### src/design/pfrw_pkg.sv
// Package for the pixel format rotate writer.
// Holds register codes, reset values and the structs passed between modules.
// Depends on nothing.
package pfrw_pkg;

	// Largest picture dimension the block honors.
	localparam int PFRW_MAX_DIM = 2048;

	// Field widths.
	localparam int COORD_W = 11;
	localparam int DIM_W   = 12;
	localparam int LINE_W  = 13;
	localparam int PIX_W   = 32;
	localparam int INDEX_W = 24;
	localparam int CFG_IDX_W  = 3;
	localparam int CFG_DATA_W = 13;

	// Configuration register indexes.
	localparam logic [CFG_IDX_W-1:0] REG_ROTATION       = 3'd0;
	localparam logic [CFG_IDX_W-1:0] REG_SOURCE_IS_WIDE = 3'd1;
	localparam logic [CFG_IDX_W-1:0] REG_LINE_WIDTH     = 3'd2;
	localparam logic [CFG_IDX_W-1:0] REG_PICTURE_WIDTH  = 3'd3;
	localparam logic [CFG_IDX_W-1:0] REG_PICTURE_HEIGHT = 3'd4;

	// Rotation codes.
	localparam logic [1:0] ROT_NONE = 2'd0;
	localparam logic [1:0] ROT_90   = 2'd1;
	localparam logic [1:0] ROT_180  = 2'd2;
	localparam logic [1:0] ROT_270  = 2'd3;

	// Reset values of the configuration registers.
	localparam logic [LINE_W-1:0] LINE_WIDTH_RST     = 13'd640;
	localparam logic [DIM_W-1:0]  PICTURE_WIDTH_RST  = 12'd640;
	localparam logic [DIM_W-1:0]  PICTURE_HEIGHT_RST = 12'd480;

	// Alpha bytes of the destination pixel.
	localparam logic [7:0] ALPHA_CLEAR  = 8'h00;
	localparam logic [7:0] ALPHA_OPAQUE = 8'hFF;

	// Configuration as seen by the mapping logic.
	typedef struct packed {
		logic [1:0]        rotation;
		logic              source_is_wide;
		logic [DIM_W-1:0]  picture_width;
		logic [DIM_W-1:0]  picture_height;
	} cfg_t;

	// Result of the mapping stage: index = offset + line * line_width.
	typedef struct packed {
		logic [DIM_W-1:0] offset;
		logic [DIM_W-1:0] line;
		logic [PIX_W-1:0] pixel;
		logic             error;
	} map_t;

endpackage

### src/design/pfrw_xlate.sv
// Coordinate mapping and pixel format conversion for one pixel.
// Purely combinational; sits between the input and mapping registers.
// Depends on pfrw_pkg.
module pfrw_xlate import pfrw_pkg::*; #(
	parameter int MAX_DIM = PFRW_MAX_DIM
) (
	input  cfg_t               cfg,
	input  logic [COORD_W-1:0] pixel_x,
	input  logic [COORD_W-1:0] pixel_y,
	input  logic [PIX_W-1:0]   source_pixel,
	output map_t               map
);

	logic [DIM_W-1:0] w_lim;
	logic [DIM_W-1:0] h_lim;
	logic [DIM_W-1:0] x_ext;
	logic [DIM_W-1:0] y_ext;
	logic [DIM_W-1:0] x_flip;
	logic [DIM_W-1:0] y_flip;
	logic             err;
	logic [7:0]       alpha;
	logic [23:0]      color;

	// Clamp the picture size to the supported maximum.
	always_comb begin
		w_lim = cfg.picture_width;
		h_lim = cfg.picture_height;
		if ({1'b0, cfg.picture_width} > (DIM_W+1)'(MAX_DIM)) begin
			w_lim = DIM_W'(MAX_DIM);
		end
		if ({1'b0, cfg.picture_height} > (DIM_W+1)'(MAX_DIM)) begin
			h_lim = DIM_W'(MAX_DIM);
		end
	end

	// Bounds check and mirrored coordinates; the mirrors are only used in bounds.
	assign x_ext  = DIM_W'(pixel_x);
	assign y_ext  = DIM_W'(pixel_y);
	assign err    = (x_ext >= w_lim) || (y_ext >= h_lim);
	assign x_flip = w_lim - DIM_W'(1) - x_ext;
	assign y_flip = h_lim - DIM_W'(1) - y_ext;

	// Color conversion: widen RGB565, or swap red and blue of a wide source.
	always_comb begin
		if (cfg.source_is_wide) begin
			color = {source_pixel[7:0], source_pixel[15:8], source_pixel[23:16]};
		end else begin
			color = {source_pixel[15:11], 3'b000, source_pixel[10:5], 2'b00,
				source_pixel[4:0], 3'b000};
		end
		alpha = (cfg.rotation == ROT_NONE) ? ALPHA_CLEAR : ALPHA_OPAQUE;
	end

	// Pick the in-line offset and the line number for the rotation.
	always_comb begin
		map.error = err;
		map.pixel = {alpha, color};
		unique case (cfg.rotation)
			ROT_NONE: begin
				map.offset = x_ext;
				map.line   = y_ext;
			end
			ROT_90: begin
				map.offset = y_flip;
				map.line   = x_ext;
			end
			ROT_180: begin
				map.offset = x_flip;
				map.line   = y_flip;
			end
			ROT_270: begin
				map.offset = y_ext;
				map.line   = x_flip;
			end
		endcase
		if (err) begin
			map.offset = '0;
			map.line   = '0;
			map.pixel  = '0;
		end
	end

endmodule

### src/design/pixel_format_rotate_writer_core.sv
// Top level of the pixel format rotate writer.
// Holds the configuration registers and the three-stage pixel pipeline.
// Depends on pfrw_pkg and pfrw_xlate.
//
// Usage:
//   Pixels enter on the in channel (pixel_x, pixel_y, source_pixel) and leave
//   on the out channel as a framebuffer word index, a 32-bit pixel and an
//   error flag. Both channels use a valid and ready handshake.
//   Configuration is written through the cfg channel (cfg_index, cfg_data),
//   which is always ready; writes must only happen while the block is idle.
//   Indexes beyond the register list are ignored.
//   A word passes three registers, the input, mapping and result registers,
//   before its result word is shown on the out channel. Throughput is one
//   word per cycle while the receiver takes results: the input, mapping and
//   result registers each advance whenever the stage after them is empty or
//   moving, so a new word is taken while a result waits.
//   The multiply by the line width and the final add sit between the mapping
//   and result registers.
//   When the receiver stalls, the pipeline fills and in_ready drops once all
//   three stages hold words; nothing is lost.
//   Reset empties the pipeline and loads the default configuration.
module pixel_format_rotate_writer_core import pfrw_pkg::*; #(
	parameter int MAX_DIM = PFRW_MAX_DIM
) (
	input  logic                  clk,
	input  logic                  arst_n,
	input  logic                  in_valid,
	output logic                  in_ready,
	input  logic [COORD_W-1:0]    pixel_x,
	input  logic [COORD_W-1:0]    pixel_y,
	input  logic [PIX_W-1:0]      source_pixel,
	output logic                  out_valid,
	input  logic                  out_ready,
	output logic [INDEX_W-1:0]    dest_index,
	output logic [PIX_W-1:0]      dest_pixel,
	output logic                  coord_error,
	input  logic                  cfg_valid,
	output logic                  cfg_ready,
	input  logic [CFG_IDX_W-1:0]  cfg_index,
	input  logic [CFG_DATA_W-1:0] cfg_data
);

	logic [1:0]        rotation_q;
	logic              source_is_wide_q;
	logic [LINE_W-1:0] line_width_q;
	logic [DIM_W-1:0]  picture_width_q;
	logic [DIM_W-1:0]  picture_height_q;
	cfg_t              cfg;

	logic               vld_s1;
	logic [COORD_W-1:0] x_s1;
	logic [COORD_W-1:0] y_s1;
	logic [PIX_W-1:0]   src_s1;
	logic               vld_s2;
	map_t               map_s2;
	map_t               map_next;
	logic               vld_q;
	logic [INDEX_W-1:0] index_q;
	logic [PIX_W-1:0]   pixel_q;
	logic               error_q;

	logic en_out;
	logic en_s2;
	logic en_s1;
	logic [INDEX_W-1:0] product;

	// Configuration registers.
	assign cfg_ready = 1'b1;
	always_ff @(posedge clk or negedge arst_n) begin
		if (!arst_n) begin
			rotation_q       <= ROT_NONE;
			source_is_wide_q <= 1'b0;
			line_width_q     <= LINE_WIDTH_RST;
			picture_width_q  <= PICTURE_WIDTH_RST;
			picture_height_q <= PICTURE_HEIGHT_RST;
		end else if (cfg_valid && cfg_ready) begin
			unique case (cfg_index)
				REG_ROTATION:       rotation_q       <= cfg_data[1:0];
				REG_SOURCE_IS_WIDE: source_is_wide_q <= cfg_data[0];
				REG_LINE_WIDTH:     line_width_q     <= cfg_data[LINE_W-1:0];
				REG_PICTURE_WIDTH:  picture_width_q  <= cfg_data[DIM_W-1:0];
				REG_PICTURE_HEIGHT: picture_height_q <= cfg_data[DIM_W-1:0];
				default: begin
				end
			endcase
		end
	end

	assign cfg.rotation       = rotation_q;
	assign cfg.source_is_wide = source_is_wide_q;
	assign cfg.picture_width  = picture_width_q;
	assign cfg.picture_height = picture_height_q;

	// Stage enables: a stage loads when it is empty or its word moves on.
	assign en_out   = !vld_q || out_ready;
	assign en_s2    = !vld_s2 || en_out;
	assign en_s1    = !vld_s1 || en_s2;
	assign in_ready = en_s1;

	// Valid bits of the three stages.
	always_ff @(posedge clk or negedge arst_n) begin
		if (!arst_n) begin
			vld_s1 <= 1'b0;
			vld_s2 <= 1'b0;
			vld_q  <= 1'b0;
		end else begin
			if (en_s1) begin
				vld_s1 <= in_valid;
			end
			if (en_s2) begin
				vld_s2 <= vld_s1;
			end
			if (en_out) begin
				vld_q <= vld_s2;
			end
		end
	end

	// Input register.
	always_ff @(posedge clk) begin
		if (en_s1 && in_valid) begin
			x_s1   <= pixel_x;
			y_s1   <= pixel_y;
			src_s1 <= source_pixel;
		end
	end

	pfrw_xlate #(
		.MAX_DIM(MAX_DIM)
	) u_xlate (
		.cfg         (cfg),
		.pixel_x     (x_s1),
		.pixel_y     (y_s1),
		.source_pixel(src_s1),
		.map         (map_next)
	);

	// Mapping register.
	always_ff @(posedge clk) begin
		if (en_s2 && vld_s1) begin
			map_s2 <= map_next;
		end
	end

	// Index = offset + line * line_width, wrapped to the index width.
	assign product = INDEX_W'(map_s2.line) * INDEX_W'(line_width_q);

	// Result register.
	always_ff @(posedge clk) begin
		if (en_out && vld_s2) begin
			index_q <= product + INDEX_W'(map_s2.offset);
			pixel_q <= map_s2.pixel;
			error_q <= map_s2.error;
		end
	end

	assign out_valid   = vld_q;
	assign dest_index  = index_q;
	assign dest_pixel  = pixel_q;
	assign coord_error = error_q;

endmodule

### config.mk
export PLATFORM = sky130hd
export DESIGN_NAME = pixel_format_rotate_writer_core
export DESIGN_NICKNAME = d
export VERILOG_FILES = /design/src/design/pfrw_pkg.sv /design/src/design/pfrw_xlate.sv /design/src/design/pixel_format_rotate_writer_core.sv
export SDC_FILE = /design/constraint.sdc
export NUM_CORES = 1
export LEC_CHECK = 0
export BUFFER_PORTS_ARGS = -buffer_cell sky130_fd_sc_hd__buf_2
export CAP_MARGIN = 40
export CORE_UTILIZATION = 45
export DETAILED_ROUTE_END_ITERATION = 16
export GPL_ROUTABILITY_DRIVEN = 0
export PLACE_DENSITY = 0.74
export SETUP_SLACK_MARGIN = 0.02
export SYNTH_ARGS = -nofsm -noshare
export SYNTH_HDL_FRONTEND = slang
export SYNTH_SLANG_ARGS = --single-unit
### constraint.sdc
create_clock -name clk -period 6.1 [get_ports clk]
set_clock_uncertainty 0.1 [all_clocks]
set_input_delay 0.305 -clock clk [delete_from_list [all_inputs] [get_ports clk]]
set_output_delay 0.305 -clock clk [all_outputs]
set_load 0.1 [all_outputs]
# Word level (Yosys, flattened, before mapping)
# Cells that the tools add are included.
# totals
elab_cells	60
latchBits	0
reg_bits	203
mem_count	0
mem_bits_ro	0
inputBits	75
ram_bits	0
# classes
n_mul	1
n_reduce_logical	18
n_addsub	5
n_div	0
order_cmp	4
shift	0
n_eq_ne	7
n_mux	5
bitwise_logic	1
# ops
op	n
$pmux W24 S4	1
$add A24 B12 Y24	1
$ge A11 B12 Y1	2
$gt A12 B12 Y1 const B	2
$mul A12 B13 Y24	1
$mux W12	2
$mux W24	1
$sub A12 B1 Y12 const B	2
$sub A12 B11 Y12	2
$reduce_and A2 Y1	5
$mux W8	1
$eq A3 B2 Y1 const B	2
$eq A2 B2 Y1 const B	2
$logic_or A1 B1 Y1	4
$eq A3 B1 Y1 const B	1
$eq A3 B3 Y1 const B	1
$logic_and A1 B1 Y1	3
$logic_not A1 Y1	3
$logic_not A3 Y1	1
$eq A2 B1 Y1 const B	1
$logic_not A2 Y1	1
$reduce_or A2 Y1	1
$not A1 Y1	1

# Depth between registers and ports, before layout
# Gate-level depths: netlist of run 1.
# logic_depth
depth_word	5
mapped_depth	20

# By module
# A second synthesis of run 1 with hierarchy kept.
# hier_totals
hier_cells	1281
hier_area_um2	14965.6
# modules_own_cells
mod	seq_area_each_um2	cells_per_inst	instances	area_per_inst_um2
pixel_format_rotate_writer_core	6130.9	946	1	12339.3
pfrw_xlate	0.0	335	1	2626.3

# Worst setup path before layout of run 1
# OpenSTA, ideal clock, no wires.
# synth_timing
kind	register -> register
start	register map_s2[33] in the netlist's numbering
end	register index_q[21], in the netlist dest_index[21], data pin
path_stages_with_launch	19
arrival_time_ns	5.155
synth_period_minus_slack_ns	5.527
setup_slack_ns	0.573
cell_sequence	edfxtp_1 -> clkbuf_1 -> and2_1 -> fa_1 -> inv_1 -> fa_1 -> inv_1 -> fa_1 -> inv_1 -> fa_1 -> fa_1 -> inv_1 -> ha_1 -> a21o_1 -> a21oi_1 -> a32oi_1 -> a2111oi_0 -> mux2i_1 -> o2111ai_1
# synth_via
elab_chain_len	2
# synth_lines
item	line	rtl
start: declaration	pixel_format_rotate_writer_core.sv:55	map_t map_s2;
start signal: assignment	pixel_format_rotate_writer_core.sv:141	map_s2 <= map_next;
$mul A12 B13 Y24	pixel_format_rotate_writer_core.sv:146	assign product = INDEX_W'(map_s2.line) * INDEX_W'(line_width_q);
$add A24 B12 Y24	pixel_format_rotate_writer_core.sv:151	index_q <= product + INDEX_W'(map_s2.offset);
end signal: assignment	pixel_format_rotate_writer_core.sv:151	
end: declaration	pixel_format_rotate_writer_core.sv:58	logic [INDEX_W-1:0] index_q;
# No other way between the ends.
# A chain may end at the register's enable or synchronous reset.

# Final worst setup path of run 1
# layout_timing
start	register map_s2[34] in the netlist's numbering
end	register index_q[21], in the netlist dest_index[21], data pin
# The elaborated chain is that of the path after synthesis.

==> results of run 1 <==
## worst reg2reg max path, cell delays in order (launching register included)
cell and delay (ps):
edfxtp_1 570, and2_1 260, fa_1 520, inv_1 60, fa_1 480, inv_1 60
fa_1 530, fa_1 590, inv_1 60, fa_1 480, inv_1 40, ha_1 350
o21a_1 240, o21ai_0 220, a32oi_1 150, a2111oi_2 330, buf_4 170, mux2i_1 180
o2111ai_1 120
## metrics by stage
step	area (um^2)	utilization	hold slack, ps	worst slack [ps]	instances
after floorplan	14400	-	-90.6	573	1327
after global placement	15400	0.488	301	321	1807
after detailed placement	15400	0.489	305	286	1809
after CTS	16600	0.525	12.1	203	1890
after global routing	16600	0.527	32.2	53.2	1896
final	16600	0.527	28.7	332	1896
## per-layer routing
layer / track usage / wire length (um) / vias to the layer above
met1: 0.256 / 13100 / 4816
met4: 0.0671 / 588 / 0
met3: 0.0252 / 1660 / 48
met2: 0.335 / 15600 / 357
met5: 0 / 0 / -
li1: - / - / 4669
## sequential cells by signal, indices dropped and copies added, names as in the netlist
name and count:
map_s2 50, dest_pixel 25, dest_index 24, src_s1 24, line_width_q 13, picture_height_q 12, picture_width_q 12, x_s1 11
y_s1 11, rotation_q 2, coord_error 1, out_valid 1, source_is_wide_q 1, vld_s1 1, vld_s2 1
## cell type report
class                           instances  share of cell area
Antenna cell                            2            0.000301
Sequential cell                       189               0.329
Clock buffer                           17              0.0256
Multi-Input combinational cell        840               0.471
Timing Repair Buffer                  192              0.0770
Tap cell                              402              0.0303
Clock inverter                         15              0.0129
Inverter                              239              0.0540
## cells in the final DEF, fill, tap and decap left out, drive strengths merged, types with 8 or more instances in the layout
cell / Yosys / layout
ha: 108 / 108
o21ai: 29 / 29
nand2: 117 / 117
nor2b: 23 / 23
clkbuf: 44 / 17
xor2: 10 / 10
and2: 91 / 91
mux2: 38 / 38
mux4: 13 / 13
dfrtp: 35 / 35
dlygate4sd3: 0 / 49
dfstp: 8 / 8
nand2b: 16 / 16
a211oi: 9 / 9
nor2: 59 / 59
fa: 122 / 122
a31oi: 11 / 11
nor3: 12 / 12
nand4: 8 / 8
inv: 239 / 245
buf: 15 / 143
mux2i: 23 / 23
a21oi: 36 / 36
a21o: 19 / 19
edfxtp: 146 / 146
xnor2: 22 / 22
## what timing repair did
item                                   in CTS  in global routing
setup buffers                               0                  4
endpoints found under the hold margin      83                  0
setup endpoints to repair                   0                  2
hold buffers                               49                  0
gates resized for setup                     0                  2
## final timing paths
check / endpoint / slack (ps) / cells after the start
worst max-delay path: dest_index[21]$_DFFE_PP_ / 330 / 18
worst min register to register: dest_pixel[14]$_DFFE_PP_ / 310 / 0
worst max register to register: dest_index[21]$_DFFE_PP_ / 330 / 18
worst min-delay path: picture_height_q[11]$_DFFE_PN0P_ / 30 / 3
min in group asynchronous: line_width_q[12]$_DFFE_PN0P_ / 360 / 3
max in group asynchronous: line_width_q[1]$_DFFE_PN0P_ / 5110 / 3
## cell families after synthesis
| group | count (synthesis) | synth area share |
|---|---|---|
| AND/OR/NAND/NOR | 353 | 0.122 |
| multiplexers | 74 | 0.0659 |
| other | 1 | 0.000260 |
| XOR/XNOR | 32 | 0.0194 |
| buffers and inverters | 298 | 0.0803 |
| AO/OA/AOI/OAI | 150 | 0.0705 |
| adder cells (fa/ha/maj) | 230 | 0.263 |
| flip-flops | 189 | 0.379 |
==> flow_summary.yaml, run 1 <==
floorplanning:
  core-area_um2: 31600
  die_w_um: 181
  die_height_um: 181
  num_rows: 65
  io_pins: 135
  initial_core_util: 0.458
  dieArea_um2: 32800
timing:
  setup_viol: 0
  grt_setup_unrepaired: "no"
  relSlewSlack: 0.447
  fmax_ghz: 0.173
  fin_crit_ps: 5770
  hold_viol_final: 0
  finalMaxSlewViolations: 0
  final.period_utilization: 0.946
  tns_ps: 0
  worst_slew_pin_slew_ps: 829
synthesis:
  yosys.area.top_type: "edfxtp_1"
  ys_ff_latch: 189
  seq_area_frac_synth: 0.379
  synth-edff-count: 146
  yosysWarnings: 0
  syn_nets: 1632
  synth_area_leaders: "edfxtp_1 30%, fa_1 17%, ha_1 9.4%"
  yosysMostFrequentCell: "inv_1"
  syn_avg_cell_area_um2: 10.9
  synth_area_um2: 14400
  synth_top_area_share: 0.304
  syn_inst: 1327
  async_reset_ff_frac: 0.228
  ys_types: 63
  synth_commonest_cells: "239 x inv_1, 146 x edfxtp_1, 122 x fa_1"
  synth_ff_type: "edfxtp_1"
detailed_routing:
  routedWlPerCell_um: 16.4
  drcViolationCount: 0
  drtIter0Drc: 669
  viasPerCell: 5.22
  antenna_left: 0
  firstDrtPassIters: 5
  vias: 9890
  routed_wl_um: 31000
layout:
  ff_latch_area_um2: 5470
  area_growth_pct: 15.1
  multi_input_area_um2: 7820
  nNetsFinal: 1784
  drive_gt1_frac: 0.163
  fillCellCount: 2674
worst_setup_path:
  critPathKind: "flop to flop"
  path_cells: "and2_1 > fa_1 > inv_1 > fa_1 > inv_1 > fa_1 > fa_1 > inv_1 > fa_1 > inv_1 > ha_1 > o21a_1 > o21ai_0 > a32oi_1 > a2111oi_2 > buf_4 > mux2i_1 > o2111ai_1"
  r2r-start: "map_s2[34]$_SDFFCE_PP0P_"
  critPathSlowestCell: "fa_1"
  crit_fanout: 13
  critPathLaunch: "map_s2[34]$_SDFFCE_PP0P_"
  path_buf_inv: 5
  required_ps: 6180
  worstPathArrival_ps: 5850
  cpPeakStageDelay_ps: 590
  setup.worst_path.end_class: "flop"
  path_common_cell: "fa_1"
  cp_top_family: "adder cells"
  worstSetupStartpointType: "flop"
placed_design:
  port_buffers: 125
  dp_hpwl_um: 23400
clocking:
  cts_root_buffer: "clkbuf_16"
  cts_sinks: 189
  clk_latency_ps: 450
  clockBufferDepth: 2
  path_clk_slew_ps: 90
  htree_levels: 4
  cts_tree: "built"
  cts_made_buffers: 17
global_route:
  grt_overflow_total: 0
  grt_usage: 0.196
  grt_pass1_wl_um: 50600
  antenna_found_initial: 2
  grt_max_degree: 51
  grt_pass1_vias: 9937
worst_hold_path:
  min_path_type: "input pin to flop"
  hold_start: "cfg_data[11]"
flow_run:
  maxCapViolCount: 0
outcome:
  outcome: "complete, no violations"
Power of run 1 is left out: the tool's default activity adds up to more than one toggle a clock period on the data nets, which glitch-free logic cannot reach.
==> inputs of run 2 (changes only) <==
--- a/config.mk
+++ b/config.mk
@@ -7,10 +7,10 @@
 export LEC_CHECK = 0
 export BUFFER_PORTS_ARGS = -buffer_cell sky130_fd_sc_hd__buf_2
 export CAP_MARGIN = 40
-export CORE_UTILIZATION = 45
+export CORE_UTILIZATION = 61
 export DETAILED_ROUTE_END_ITERATION = 16
 export GPL_ROUTABILITY_DRIVEN = 0
-export PLACE_DENSITY = 0.74
+export PLACE_DENSITY_LB_ADDON = 0.2
 export SETUP_SLACK_MARGIN = 0.02
 export SYNTH_ARGS = -nofsm -noshare
 export SYNTH_HDL_FRONTEND = slang
==> run 2 against run 1 <==
Register-to-register slack improved by 30 ps. Global-route usage up 6.4 points. First-iteration DRC count is 19% higher. Worst setup slack better by 34 ps. Worst hold slack better by 1.4 ps. Utilization rose by 19 points. Sequential cell count unchanged. Clock-buffer cell count stayed put. Die area fell by 26%. Design area down 0.65%. Critical path depth unchanged. Non-clock buffer count shrank 3. Critical endpoint unchanged.
==> flow_summary.yaml, run 2 (synthesized netlist as in run 1, its figures left out) <==
clocking:
  path_clk_slew_ps: 80
  cts_made_buffers: 17
  htree_levels: 4
  clockBufferDepth: 2
  clk_latency_ps: 450
  cts_tree: "built"
  cts_root_buffer: "clkbuf_16"
  cts_sinks: 189
worst_setup_path:
  cpPeakStageDelay_ps: 550
  cp_top_family: "adder cells"
  path_buf_inv: 5
  path_common_cell: "fa_1"
  crit_fanout: 13
  required_ps: 6180
  critPathSlowestCell: "edfxtp_1"
  worstSetupStartpointType: "flop"
  reg2reg_slack_ps: 370
  worstPathArrival_ps: 5820
  path_cells: "and2_1 > fa_1 > inv_1 > fa_1 > inv_1 > fa_1 > inv_1 > fa_1 > fa_1 > inv_1 > ha_1 > a21o_1 > a21oi_1 > a32oi_1 > a2111oi_1 > buf_4 > mux2i_1 > o2111ai_1"
  setup.worst_path.end_class: "flop"
  critPathKind: "flop to flop"
detailed_routing:
  drcViolationCount: 0
  viasPerCell: 5.48
  wl_met1_um: 12300
  routed-wl-met3_um: 1540
  vias: 9877
  wl_met2_um: 15300
  routed_wl_um: 29900
  drtIter0Drc: 799
  routedWlPerCell_um: 16.6
  firstDrtPassIters: 8
  antenna_left: 0
  maxUsedRoutingLayer: "met4"
layout:
  ff_latch_area_um2: 5470
  layout_commonest_cell: "inv_1"
  stdcell_count: 1802
  regMostFlops: "map_s2"
  multi_input_area_um2: 7820
  area_growth_pct: 14.3
  diodes: 0
  largest_reg_flops: 50
  utilization: 0.720
  drive_gt1_frac: 0.161
  mostFrequentLayoutCells: "239 x inv_1, 146 x edfxtp_1, 125 x buf_2"
  fillCellCount: 1610
  nNetsFinal: 1781
  design_area_um2: 16500
timing:
  hold_ws_ps: 30.1
  worst_slew_pin_slew_ps: 828
  hold_viol_final: 0
  relSlewSlack: 0.448
  finalMaxSlewViolations: 0
  fmax_ghz: 0.174
  final.period_utilization: 0.940
  setup_viol: 0
  fin_crit_ps: 5730
floorplanning:
  initial_core_util: 0.630
  num_rows: 55
  core-area_um2: 22900
  die_w_um: 156
  io_pins: 135
  dieArea_um2: 24300
  die_height_um: 156
placed_design:
  place_inst: 1721
  dpl-instance-area_um2: 15400
  port_buffers: 125
  dp_hpwl_um: 22100
flow_run:
  maxCapViolCount: 0
worst_hold_path:
  min_path_type: "input pin to flop"
global_route:
  grt_pass1_wl_um: 48300
  grt_pass1_vias: 9889
  grt_usage: 0.260
  antenna_found_initial: 0
  grt_max_degree: 51
  grt_overflow_total: 0
outcome:
  outcome: "complete, no violations"
==> run 2: metal layers <==
metal,GRT usage,vias up
li1,-,4653
met1,0.320,4819
met2,0.463,336
met3,0.0394,69
met4,0.0920,0
met5,0,-
==> run 2: repair_timing <==
| action | CTS | global route |
|---|---|---|
| resized for setup | 0 | 1 |
| endpoints found under the hold margin | 62 | 0 |
| hold buffers | 49 | 0 |
| setup buffers | 0 | 0 |
| endpoints found under the setup margin | 0 | 1 |
==> run 2: through the flow <==
step	TNS, ps	worst slack [ps]
final	0	366
after global placement	0	385
after global routing	-16.3	-16.3
after detailed placement	0	361
after floorplan	0	573
after CTS	0	346
==> run 2: area by class of cell <==
class	instances	area share
sequential	189	0.331
clock inverter	15	0.0136
clock buffer	17	0.0258
multi-input combinational	840	0.474
inverter	239	0.0543
timing repair buffer	189	0.0776
tap	313	0.0237
==> run 2: path summary, 6_finish.rpt <==
path,cells after the start,start,endpoint
worst max-delay path,18,map_s2[33]$_SDFFCE_PP0P_,dest_index[21]$_DFFE_PP_
worst min-delay path,3,cfg_data[11],picture_height_q[11]$_DFFE_PN0P_
worst max register to register,18,map_s2[33]$_SDFFCE_PP0P_,dest_index[21]$_DFFE_PP_
worst min register to register,0,map_s2[6]$_SDFFCE_PP0P_,dest_pixel[5]$_DFFE_PP_
max in group asynchronous,3,arst_n,picture_height_q[5]$_DFFE_PN1P_
min in group asynchronous,2,arst_n,picture_height_q[10]$_DFFE_PN0P_
==> run 2: worst reg2reg max path, cell delays in order, from the launching register on <==
cell       delay (ps)
edfxtp_1          550
and2_1            250
fa_1              530
inv_1              50
fa_1              470
inv_1              60
fa_1              490
inv_1              50
fa_1              480
fa_1              480
inv_1              40
ha_1              360
a21o_1            210
a21oi_1           270
a32oi_1           210
a2111oi_1         380
buf_4             180
mux2i_1           180
o2111ai_1         120
Power of run 2 is left out for the same reason.
==> inputs of run 3 (changes only) <==
--- a/config.mk
+++ b/config.mk
@@ -14,4 +14,5 @@
 export SETUP_SLACK_MARGIN = 0.02
 export SYNTH_ARGS = -nofsm -noshare
 export SYNTH_HDL_FRONTEND = slang
+export SYNTH_HIERARCHICAL = 1
 export SYNTH_SLANG_ARGS = --single-unit
==> run 3 against run 2 <==
Die area increased by 2.0%. Register-to-register slack gained 240 ps. Clock-buffer cell count increased by 10. Worst hold slack gained 57 ps. Design area increased by 3.3%. Critical path type unchanged. Synthesized cell count shrank 4.1%. Highest routed layer unchanged.
==> flow_summary.yaml, run 3 <==
layout:
  mostFrequentLayoutCells: "228 x inv_1, 160 x edfxtp_1, 125 x buf_2"
  nNetsFinal: 1749
  drive_gt1_frac: 0.177
  diodes: 0
  area_growth_pct: 15.8
  largest_reg_flops: 57
  layout_commonest_cell: "inv_1"
  stdcell_count: 1779
  utilization: 0.724
  regMostFlops: "map_s2"
worst_setup_path:
  worstPathArrival_ps: 5650
  setup.worst_path.end_class: "flop"
  crit_fanout: 13
  critPathKind: "flop to flop"
  worstSetupStartpointType: "flop"
  required_ps: 6260
floorplanning:
  num_rows: 56
  initial_core_util: 0.625
  die_w_um: 157
  die_height_um: 157
  io_pins: 135
  dieArea_um2: 24800
  core-area_um2: 23500
placed_design:
  port_buffers: 125
  dp_hpwl_um: 21000
  place_inst: 1676
timing:
  hold_viol_final: 0
  setup_viol: 0
  fmax_ghz: 0.182
  final.period_utilization: 0.901
  grt_setup_unrepaired: "no"
  tns_ps: 0
  finalMaxSlewViolations: 0
  worst_slew_pin_slew_ps: 755
  relSlewSlack: 0.495
  hold_ws_ps: 87.5
  fin_crit_ps: 5490
clocking:
  cts_sinks: 203
  htree_levels: 1
  clockBufferDepth: 3
  cts_resized: 0
  path_clk_slew_ps: 60
  cts_made_buffers: 23
  cts_tree: "built"
  clk_latency_ps: 530
  cts_setup_buffers: 0
  cts_root_buffer: "clkbuf_16"
detailed_routing:
  vias: 9495
  routedWlPerCell_um: 15.9
  drtIter0Drc: 567
  routed_wl_um: 28300
  viasPerCell: 5.34
  drcViolationCount: 0
  antenna_left: 0
  firstDrtPassIters: 7
synthesis:
  syn_nets: 1578
  synth_area_um2: 14700
  syn_inst: 1273
  syn_avg_cell_area_um2: 11.6
  yosysWarnings: 6
global_route:
  antenna_found_initial: 0
  grt_overflow_total: 0
  grt_pass1_wl_um: 46200
  grt_max_degree: 58
  grt_usage: 0.239
  grt_pass1_vias: 9438
outcome:
  outcome: "complete, no violations"
flow_run:
  maxCapViolCount: 0
worst_hold_path:
  min_path_type: "input pin to flop"
## run 3: cell type report
| type | instances | area, um^2 |
|---|---|---|
| Multi-Input combinational cell | 786 | 7710 |
| Fill cell | 1639 | 6490 |
| Sequential cell | 203 | 5890 |
| Timing Repair Buffer | 202 | 1440 |
| Inverter | 228 | 856 |
| Clock buffer | 27 | 591 |
| Tap cell | 319 | 399 |
| Clock inverter | 14 | 174 |
## run 3: worst paths after layout
| check | cells after the start | slack [ps] | end | from |
|---|---|---|---|---|
| max in group asynchronous | 3 | 5180 | picture_height_q[2]$_DFFE_PN0P_ | arst_n |
| max | 16 | 610 | dest_index[22]$_DFFE_PP_ | map_s2[33]$_DFFE_PP_ |
| min reg2reg | 0 | 320 | dest_pixel[16]$_DFFE_PP_ | map_s2[17]$_DFFE_PP_ |
| min in group asynchronous | 2 | 190 | picture_height_q[9]$_DFFE_PN0P_ | arst_n |
| max reg2reg | 16 | 610 | dest_index[22]$_DFFE_PP_ | map_s2[33]$_DFFE_PP_ |
| min | 3 | 90 | source_is_wide_q$_DFFE_PN0P_ | cfg_index[0] |
## run 3: timing repair
item,in CTS,in global routing
hold endpoints to repair,103,1
endpoints found under the setup margin,0,0
hold buffers,61,1
## run 3: layer usage
layer | GRT usage | share of wire | vias up
met2 | 0.419 | 0.50 | 290
met1 | 0.313 | 0.43 | 4660
met5 | 0 | 0 | -
met4 | 0.0629 | 0.021 | 0
li1 | - | - | 4504
met3 | 0.0322 | 0.054 | 41
## run 3: worst max-delay path, cell delays in order (launching register included)
cell	delay [ps]
edfxtp_1	560
and2_1	260
fa_1	540
inv_1	50
fa_1	480
inv_1	50
fa_1	510
fa_1	560
inv_1	50
fa_1	470
inv_1	40
ha_1	310
a21oi_1	190
o21ai_0	150
a311oi_1	520
o221ai_1	220
xor2_1	180
## run 3: stage by stage
| stage | setup WS (ps) | area, um^2 |
|---|---|---|
| after floorplan | 971 | 14700 |
| after global placement | 680 | 15500 |
| after detailed placement | 634 | 15700 |
| after CTS | 631 | 17000 |
| after global routing | 312 | 17100 |
| final | 607 | 17100 |
Power of run 3 is left out for the same reason.
